[config.mk]
export PLATFORM = sky130hd
export DESIGN_NAME = bresenham_line_points
export DESIGN_NICKNAME = d
export VERILOG_FILES = /design/src/rtl/core/blp_pkg.sv /design/src/rtl/core/blp_ctrl.sv /design/src/rtl/core/blp_datapath.sv /design/src/rtl/core/bresenham_line_points.sv
export SDC_FILE = /design/constraint.sdc
export NUM_CORES = 1
export LEC_CHECK = 0
export BUFFER_PORTS_ARGS = -buffer_cell sky130_fd_sc_hd__buf_2
export CAP_MARGIN = 20
export CORE_UTILIZATION = 61
export CTS_BUF_LIST = sky130_fd_sc_hd__clkbuf_2 sky130_fd_sc_hd__clkbuf_4 sky130_fd_sc_hd__clkbuf_8
export DETAILED_ROUTE_END_ITERATION = 8
export GPL_ROUTABILITY_DRIVEN = 0
export PLACE_DENSITY = 0.83
export RECOVER_POWER = 25
export SYNTH_ARGS = -nofsm -noshare
export SYNTH_HDL_FRONTEND = slang
export SYNTH_HIERARCHICAL = 1
export SYNTH_SLANG_ARGS = --single-unit
[constraint.sdc]
create_clock -name clk -period 4.04 [get_ports clk]
set_clock_uncertainty 0.05 [all_clocks]
set_input_delay 0.202 -clock clk [delete_from_list [all_inputs] [get_ports clk]]
set_output_delay 0.202 -clock clk [all_outputs]
set_load 0.02 [all_outputs]
[src/rtl/core/blp_pkg.sv]
// ----------------------------------------------------------------------------
// blp_pkg
// Shared types and defaults for the Bresenham line point generator.
// ----------------------------------------------------------------------------
package blp_pkg;

    localparam int DEFAULT_COORD_BITS = 6;

    typedef enum logic [0:0] {
        ST_IDLE = 1'b0,
        ST_RUN  = 1'b1
    } blp_state_t;

    // controller -> datapath
    typedef struct packed {
        logic load;   // capture endpoints, set up first pixel
        logic step;   // advance to next pixel
    } blp_cmd_t;

    // datapath -> controller
    typedef struct packed {
        logic last;   // current pixel has the far endpoint's x
    } blp_status_t;

endpackage

[src/rtl/core/blp_ctrl.sv]
// ----------------------------------------------------------------------------
// blp_ctrl
// Sequencer: takes one input word, then walks the line one pixel per
// output handshake.
// ----------------------------------------------------------------------------
module blp_ctrl (
    input  logic                 clk,
    input  logic                 rst_n,
    input  logic                 in_valid,
    output logic                 in_ready,
    output logic                 out_valid,
    input  logic                 out_ready,
    input  blp_pkg::blp_status_t status,
    output blp_pkg::blp_cmd_t    cmd
);
    import blp_pkg::*;

    blp_state_t state_reg;
    blp_state_t state_next;

    always_ff @(posedge clk or negedge rst_n)
    begin
        if (!rst_n)
        begin
            state_reg <= ST_IDLE;
        end
        else
        begin
            state_reg <= state_next;
        end
    end

    always_comb
    begin
        state_next = state_reg;
        unique case (state_reg)
            ST_IDLE:
            begin
                if (in_valid)
                begin
                    state_next = ST_RUN;
                end
            end
            ST_RUN:
            begin
                if (out_ready && status.last)
                begin
                    state_next = ST_IDLE;
                end
            end
            default:
            begin
                state_next = ST_IDLE;
            end
        endcase
    end

    always_comb
    begin
        in_ready  = 1'b0;
        out_valid = 1'b0;
        cmd.load  = 1'b0;
        cmd.step  = 1'b0;
        unique case (state_reg)
            ST_IDLE:
            begin
                in_ready = 1'b1;
                cmd.load = in_valid;
            end
            ST_RUN:
            begin
                out_valid = 1'b1;
                cmd.step  = out_ready && !status.last;
            end
            default:
            begin
                in_ready = 1'b0;
            end
        endcase
    end

endmodule

[src/rtl/core/blp_datapath.sv]
// ----------------------------------------------------------------------------
// blp_datapath
// Endpoint setup, current pixel registers and the decision term update.
// ----------------------------------------------------------------------------
module blp_datapath #(
    parameter int COORD_BITS = blp_pkg::DEFAULT_COORD_BITS
) (
    input  logic                   clk,
    input  logic [COORD_BITS-1:0]  x_a,
    input  logic [COORD_BITS-1:0]  y_a,
    input  logic [COORD_BITS-1:0]  x_b,
    input  logic [COORD_BITS-1:0]  y_b,
    input  blp_pkg::blp_cmd_t      cmd,
    output blp_pkg::blp_status_t   status,
    output logic [COORD_BITS-1:0]  pixel_x,
    output logic [COORD_BITS:0]    pixel_y
);
    import blp_pkg::*;

    localparam int DW = COORD_BITS + 3;   // decision term, signed
    localparam int TW = COORD_BITS + 2;   // 2*dy, unsigned

    localparam logic signed [DW-1:0] DEC_MAX = {1'b0, {(DW-1){1'b1}}};
    localparam logic signed [DW-1:0] DEC_MIN = {1'b1, {(DW-1){1'b0}}};

    logic [COORD_BITS-1:0]  cur_x_reg,  cur_x_next;
    logic [COORD_BITS:0]    cur_y_reg,  cur_y_next;
    logic [COORD_BITS-1:0]  end_x_reg,  end_x_next;
    logic signed [DW-1:0]   dec_reg,    dec_next;
    logic [TW-1:0]          tdy_reg,    tdy_next;
    logic signed [DW-1:0]   tdydx_reg,  tdydx_next;

    logic [COORD_BITS-1:0]  dx;
    logic [COORD_BITS-1:0]  dy;
    logic signed [DW:0]     addend;
    logic signed [DW:0]     sum;
    logic signed [DW-1:0]   dec_sat;

    assign dx = (x_a > x_b) ? (x_a - x_b) : (x_b - x_a);
    assign dy = (y_a > y_b) ? (y_a - y_b) : (y_b - y_a);

    // decision update with saturation at the term's signed limits
    assign addend = dec_reg[DW-1] ? $signed({2'b00, tdy_reg})
                                  : {tdydx_reg[DW-1], tdydx_reg};
    assign sum = {dec_reg[DW-1], dec_reg} + addend;

    always_comb
    begin
        if (sum[DW] != sum[DW-1])
        begin
            dec_sat = sum[DW] ? DEC_MIN : DEC_MAX;
        end
        else
        begin
            dec_sat = sum[DW-1:0];
        end
    end

    always_comb
    begin
        cur_x_next = cur_x_reg;
        cur_y_next = cur_y_reg;
        end_x_next = end_x_reg;
        dec_next   = dec_reg;
        tdy_next   = tdy_reg;
        tdydx_next = tdydx_reg;
        if (cmd.load)
        begin
            tdy_next   = {1'b0, dy, 1'b0};
            tdydx_next = $signed({2'b00, dy, 1'b0}) - $signed({2'b00, dx, 1'b0});
            dec_next   = $signed({2'b00, dy, 1'b0}) - $signed({3'b000, dx});
            if (x_a > x_b)
            begin
                cur_x_next = x_b;
                cur_y_next = {1'b0, y_b};
                end_x_next = x_a;
            end
            else
            begin
                cur_x_next = x_a;
                cur_y_next = {1'b0, y_a};
                end_x_next = x_b;
            end
        end
        else if (cmd.step)
        begin
            cur_x_next = cur_x_reg + 1'b1;
            if (!dec_reg[DW-1])
            begin
                cur_y_next = cur_y_reg + 1'b1;
            end
            dec_next = dec_sat;
        end
    end

    // payload registers, no reset needed
    always_ff @(posedge clk)
    begin
        cur_x_reg <= cur_x_next;
        cur_y_reg <= cur_y_next;
        end_x_reg <= end_x_next;
        dec_reg   <= dec_next;
        tdy_reg   <= tdy_next;
        tdydx_reg <= tdydx_next;
    end

    assign status.last = (cur_x_reg == end_x_reg);
    assign pixel_x     = cur_x_reg;
    assign pixel_y     = cur_y_reg;

endmodule

[src/rtl/core/bresenham_line_points.sv]
// First pixel: presented in the cycle after the input word is taken.
// Line length: a line gives dx+1 pixels; a new input word is taken only once
//   the final pixel of the previous line has been delivered.
// Reset: rst_n, asynchronous, active low, returns the sequencer to idle with
//   no output pending; pixel and decision registers are not reset.
// ----------------------------------------------------------------------------
// bresenham_line_points
// Line rasterizer using the first-octant Bresenham rule. Each input word
// holds two endpoints; the block walks x from the endpoint with the
// smaller x to the x of the other, one output word per x step, and flags the
// final pixel with last_pixel.
// ----------------------------------------------------------------------------
module bresenham_line_points #(
    parameter int COORD_BITS = blp_pkg::DEFAULT_COORD_BITS
) (
    input  logic                  clk,
    input  logic                  rst_n,
    // input channel
    input  logic                  in_valid,
    output logic                  in_ready,
    input  logic [COORD_BITS-1:0] x_a,
    input  logic [COORD_BITS-1:0] y_a,
    input  logic [COORD_BITS-1:0] x_b,
    input  logic [COORD_BITS-1:0] y_b,
    // output channel
    output logic                  out_valid,
    input  logic                  out_ready,
    output logic [COORD_BITS-1:0] pixel_x,
    output logic [COORD_BITS:0]   pixel_y,
    output logic                  last_pixel
);
    import blp_pkg::*;

    blp_cmd_t    cmd;
    blp_status_t status;

    // Sequencer: idle until a word arrives, then one pixel per output
    // handshake until the far endpoint has been delivered.
    blp_ctrl u_ctrl (
        .clk       (clk),
        .rst_n     (rst_n),
        .in_valid  (in_valid),
        .in_ready  (in_ready),
        .out_valid (out_valid),
        .out_ready (out_ready),
        .status    (status),
        .cmd       (cmd)
    );

    // Datapath: the current pixel registers double as the output register,
    // so a stalled pixel simply holds until it is taken.
    blp_datapath #(
        .COORD_BITS (COORD_BITS)
    ) u_datapath (
        .clk     (clk),
        .x_a     (x_a),
        .y_a     (y_a),
        .x_b     (x_b),
        .y_b     (y_b),
        .cmd     (cmd),
        .status  (status),
        .pixel_x (pixel_x),
        .pixel_y (pixel_y)
    );

    assign last_pixel = status.last;

`ifndef SYNTHESIS
    // never take a new line while pixels are pending
    a_no_overlap: assert property (@(posedge clk) disable iff (!rst_n)
        out_valid |-> !in_ready)
        else $error("input taken while line in progress");

    // delivering the final pixel returns the block to idle
    a_last_idle: assert property (@(posedge clk) disable iff (!rst_n)
        (out_valid && out_ready && last_pixel) |=> (in_ready && !out_valid))
        else $error("block not idle after final pixel");

    // a delivered non-final pixel is followed by the next x
    a_x_step: assert property (@(posedge clk) disable iff (!rst_n)
        (out_valid && out_ready && !last_pixel) |=>
            (out_valid && pixel_x == $past(pixel_x) + 1'b1))
        else $error("x did not advance by one");

    // y rises by at most one per step
    a_y_step: assert property (@(posedge clk) disable iff (!rst_n)
        (out_valid && out_ready && !last_pixel) |=>
            (pixel_y == $past(pixel_y) || pixel_y == $past(pixel_y) + 1'b1))
        else $error("y moved by more than one");
`endif

endmodule

Word level (Yosys, flattened, before mapping). Index checks and enable logic that the tools add are counted.

Register bits: 44. Output and inout bits: 16. Word-level logic and storage cells: 49.

$add $sub $neg: 9. $lt $le $gt $ge: 2. Equal/unequal tests: 3. Muxes and demuxes: 22. Bitwise operators: 1. Reductions and logical operators: 5.

Operators by type and width (count): $mux W6 (7); $mux W9 (4); $sub A6 B6 Y6 (4); $mux W7 (3); $gt A6 B6 Y1 (2); $add A10 B10 Y10 (1); $mux W10 (1); $sub A7 B6 Y8 (1); $sub A7 B7 Y8 (1); $add A7 B1 Y7 const B (1); $add A6 B1 Y6 const B (1); $eq A6 B6 Y1 (1); $mux W1 (6); $logic_and A1 B1 Y1 (2); $ne A2 B2 Y1 const B (1); $pmux W1 S2 (1); $reduce_and A2 Y1 (1); $reduce_bool A2 Y1 (1); $logic_not A1 Y1 (1); $ne A1 B1 Y1 (1); $not A1 Y1 (1).

Depth between registers and ports, before layout.
Word-level depth: 6. Gate-level depth with buffers: 17.

Cells and area by module. Netlist, hierarchy kept.

Modules (own cells, without submodules): blp_datapath (instances 1, cells an instance 399, area an instance 3794.9 um^2); blp_ctrl (instances 1, cells an instance 6, area an instance 60.1 um^2).

Worst setup path before layout. OpenSTA, ideal clock, no wires.

Path kind: input-to-reg. Start: input x_a[0]. End: register u_datapath.dec_reg[6], data pin. Setup time: 263 ps. Arrival: 2975 ps. Path slack: 752 ps. Cell stages on the path: 15. Path buffers: 0. Cells stage by stage: inv_1 ha_1 inv_1 fa_1 a21oi_1 or2_1 a21oi_2 mux2i_1 xnor2_1 ha_1 a211oi_1 nor3_1 a2111oi_4 o2111a_1 a211oi_2.

Longest elaborated chain between the ends: 4. Elaborated cells between the ends (all ways): 6. Those cells by class: 3 x add/sub; 1 x order compare; 2 x mux.

RTL lines: start, declared (RTL line bresenham_line_points.sv:21) `input logic [COORD_BITS-1:0] x_a,`; $sub A6 B6 Y6 / $gt A6 B6 Y1 (equally long branches) (RTL line blp_datapath.sv:39) `assign dx = (x_a > x_b) ? (x_a - x_b) : (x_b - x_a);`; $mux W6 (*) (RTL line blp_datapath.sv:39); $sub A7 B6 Y8 (*) (RTL line blp_datapath.sv:71) `dec_next = $signed({2'b00, dy, 1'b0}) - $signed({3'b000, dx});`; $mux W9 (*) (RTL line blp_datapath.sv:67) `if (cmd.load)`; named net u_datapath.dec_next[6] (RTL line blp_datapath.sv:29) `logic signed [DW-1:0] dec_reg, dec_next;`; end signal, assigned (RTL line blp_datapath.sv:102) `dec_reg <= dec_next;`; end, declared (RTL line blp_datapath.sv:29).

Mark *: on every way through the listed nets, which the timed path passes. The rest lies on a longest branch. A chain may end at the register's enable or synchronous reset.

Final worst setup path.
Start: register u_datapath.dec_reg[8]. End: register u_datapath.dec_reg[1], data pin.

Longest elaborated chain between the ends: 6. Elaborated cells between the ends (all ways): 7. Those cells by class: 1 x add/sub; 1 x eq/ne; 5 x mux.

RTL lines: $mux W10 (RTL line blp_datapath.sv:43) `assign addend = dec_reg[DW-1] ? $signed({2'b00, tdy_reg})`; $add A10 B10 Y10 (*) (RTL line blp_datapath.sv:45) `assign sum = {dec_reg[DW-1], dec_reg} + addend;`; $mux W9 / $ne A1 B1 Y1 (equally long branches) (RTL line blp_datapath.sv:51, blp_datapath.sv:49); $mux W9 (*) (RTL line blp_datapath.sv:49) `if (sum[DW] != sum[DW-1])`; $mux W9 (*) (RTL line blp_datapath.sv:85) `else if (cmd.step)`; $mux W9 (*) (RTL line blp_datapath.sv:67); named net u_datapath.dec_next[1] (RTL line blp_datapath.sv:29).

Mark *: on every way through the listed nets, which the timed path passes. The rest lies on a longest branch. The select of a mux whose other input is x is not followed.

==> out/results.txt <==
Outcome: finished clean
Cts bufs inserted: 5
Count of input and output buffers: 43
Fraction of synthesis flops using an asynchronous set or reset pin: 2.439%
Die Height: 81.50 µm
Pins Over Slew Limit: 0
Maximum buffer depth of the clock tree: 2
Syn_nets: 476
Power per Cell Area: 523.6 nW/µm²
Peak supply drop: 0.0004365 V
Overall fraction of global-route tracks in use: 26.36%
Post-synthesis cell type with the largest combined area: sky130_fd_sc_hd__edfxtp_1
Critical path required time: 3.96 ns
Minimum clock period: 3.647 ns
Count of cells resized by post-cts repair: 0
CTS sink cnt: 41
Final non-filler cell total: 527
Post-synthesis instance area: 3855 µm²
Clock network latency to the later pin of the worst-skew pair: 0.30 ns
DRC violation count after routing: 0
Setup slack at placement: 0.3305 ns
Share of the clock period used by the worst path: 90.27%
RSZ-0062 raised after global routing: no
Iteration count of the initial detailed-routing pass: 5
Clock root cell: sky130_fd_sc_hd__clkbuf_8
Endpoint kind of the worst setup timing path: flip-flop
Remaining number of nets flagged by the antenna check after routing: 0
Count of final hold-check violations: 0
Biggest area contributors in the synthesized netlist: sky130_fd_sc_hd__edfxtp_1, sky130_fd_sc_hd__ha_1, sky130_fd_sc_hd__xnor2_1
Slew Limit Headroom: 3.608%
Dominant register cell in the synthesized netlist: sky130_fd_sc_hd__edfxtp_1
Fill count: 458
Die ar.: 6641 µm²
Portion of the post-synthesis area used by sequential elements: 31.81%
Number of enable-type register cells in the synthesized netlist: 40
Final cell area excluding filler cells: 4249 µm²
Max Clock Freq: 274.2 MHz
Final setup viols: 0
Slew at the pin with the worst max-slew slack: 1.446 ns
#FFs+latches synth: 41
# Post-CTS Setup Buffers: 0
Fraction of layout cells with a size suffix above 1: 15.49%
Via count of the first global-routing pass: 2,874
Placed Instances: 518
Number of antenna violations at the first check in global routing: 0
Wire length of the first global-routing pass: 13,230 µm
Arrival @ worst endpoint: 3.57 ns
Total Power Consumption: 2.225 mW
Number of standard-cell rows in the floorplan: 28
Top cell types by occurrence after synthesis: sky130_fd_sc_hd__inv_1, sky130_fd_sc_hd__edfxtp_1, sky130_fd_sc_hd__ha_1, sky130_fd_sc_hd__nor2_1, sky130_fd_sc_hd__a21oi_1
Path category of the worst min-delay check: input pin to flip-flop
Final cell utilization of the core: 70.93%
Total gr overflow: 0
Top cell type's share of synthesized area: 31.16%
Fin worst setup slack: 0.3931 ns
CTS HTree Levels: 2
Total Wirelength: 8304 µm
Layout Area Growth over Synthesis: 10.22%
Final net count: 522
CTS hold repair buffers: 1
Count of cell types in the netlist: 68
Worst-path maximum fanout: 9
Starting DRT DRC Count: 206
Cell with the most instances after synthesis: sky130_fd_sc_hd__inv_1
Vias post-DR: 3,125
Half-perimeter wire length after detailed placement: 6543 µm
Max-cap check violation count: 0
Detail-routed via count per cell: 5.930
WL per Instance: 15.76 µm
Smallest hold slack: 0.06789 ns
Width of the chip: 81.50 µm
Clock slew at reported path FFs: 0.08 ns
Number of antenna diodes: 0
Avg Synthesized Cell Area: 9.518 µm²
Number of cells produced by synthesis: 405
Pin count of the biggest net entering global routing: 43
I/O pin total: 44
Type of origin of the critical path: flip-flop
Post-DP Area: 4163 µm²
Number of warnings reported in the yosys synthesis log: 6
Area of the core: 5991 µm²
CTS tree: done
Starting utilization of the core area: 64.35%
Flip-flop count of the largest register, all copies and words added: 8
P_leak: 1.785 nW
Final TNS setup: 0 ns
Kind of critical path: flip-flop to flip-flop
worst max-delay path, stage by stage (launching register included):
cell,delay [ns]
sky130_fd_sc_hd__edfxtp_1,0.57
sky130_fd_sc_hd__mux2_2,0.39
sky130_fd_sc_hd__ha_1,0.21
sky130_fd_sc_hd__fa_1,0.42
sky130_fd_sc_hd__a21o_1,0.18
sky130_fd_sc_hd__a21oi_1,0.24
sky130_fd_sc_hd__o21ai_0,0.13
sky130_fd_sc_hd__a21oi_1,0.27
sky130_fd_sc_hd__a2111o_1,0.16
sky130_fd_sc_hd__o221ai_1,0.29
sky130_fd_sc_hd__a211oi_1,0.34
sky130_fd_sc_hd__a21oi_1,0.10
report_power, final:
group          internal (mW)  leakage, nW  switching (mW)
Clock                  0.146       0.0479           0.143
Sequential             0.621        0.381          0.0661
Combinational          0.538         1.36           0.711
Total                   1.30         1.79           0.920
layout make-up:
cell class	count	area, µm²	area share (%)
sequential	41	1226	28.86
inverter	43	163.9	3.857
multi-input combinational	310	2417	56.89
tap	75	93.84	2.208
clock inverter	1	7.507	0.1767
clock buffer	7	90.09	2.120
timing repair buffer	50	250.2	5.889
final timing paths:
kind | startpoint | to | slack (ns) | cells after the start
max | u_datapath/dec_reg[8] | u_datapath/dec_reg[1] | 0.39 | 11
min | out_ready | u_ctrl/state_reg | 0.07 | 2
max reg2reg | u_datapath/dec_reg[8] | u_datapath/dec_reg[1] | 0.39 | 11
min reg2reg | u_ctrl/state_reg | u_ctrl/state_reg | 0.52 | 1
max in group asynchronous | rst_n | u_ctrl/state_reg | 3.70 | 2
min in group asynchronous | rst_n | u_ctrl/state_reg | 0.16 | 2
cells in the final DEF (no fill, tap or decap), types with 8 or more instances in the layout:
cell	count
sky130_fd_sc_hd__inv_1	41
sky130_fd_sc_hd__edfxtp_1	40
sky130_fd_sc_hd__ha_1	38
sky130_fd_sc_hd__nor2_1	36
sky130_fd_sc_hd__a21oi_1	33
sky130_fd_sc_hd__buf_2	27
sky130_fd_sc_hd__xnor2_1	22
sky130_fd_sc_hd__nand2_1	19
sky130_fd_sc_hd__clkbuf_1	16
sky130_fd_sc_hd__xor2_1	14
sky130_fd_sc_hd__o21ai_0	14
sky130_fd_sc_hd__a21o_1	10
sky130_fd_sc_hd__mux2i_1	10
sky130_fd_sc_hd__nand3_1	8
kinds of logic after synthesis:
family          Yosys count  share of synthesized area [%]
compound gates          108                          19.73
xor+xnor                 36                          8.179
fa+ha+maj                47                          16.03
buf+inv                  54                          5.453
flops                    41                          31.81
mux                      17                          4.933
simple gates            102                          13.86
metal layers:
| layer | part of all wire, % | global-route usage (%) | vias up |
|---|---|---|---|
| met3 | 3.9 | 3.556 | 10 |
| met4 | 1.3 | 7.857 | 0 |
| met1 | 46 | 34.79 | 1472 |
| li1 | - | - | 1555 |
| met5 | 0 | 0 | - |
| met2 | 49 | 44.75 | 88 |
Power figures use the tool's default switching activity.
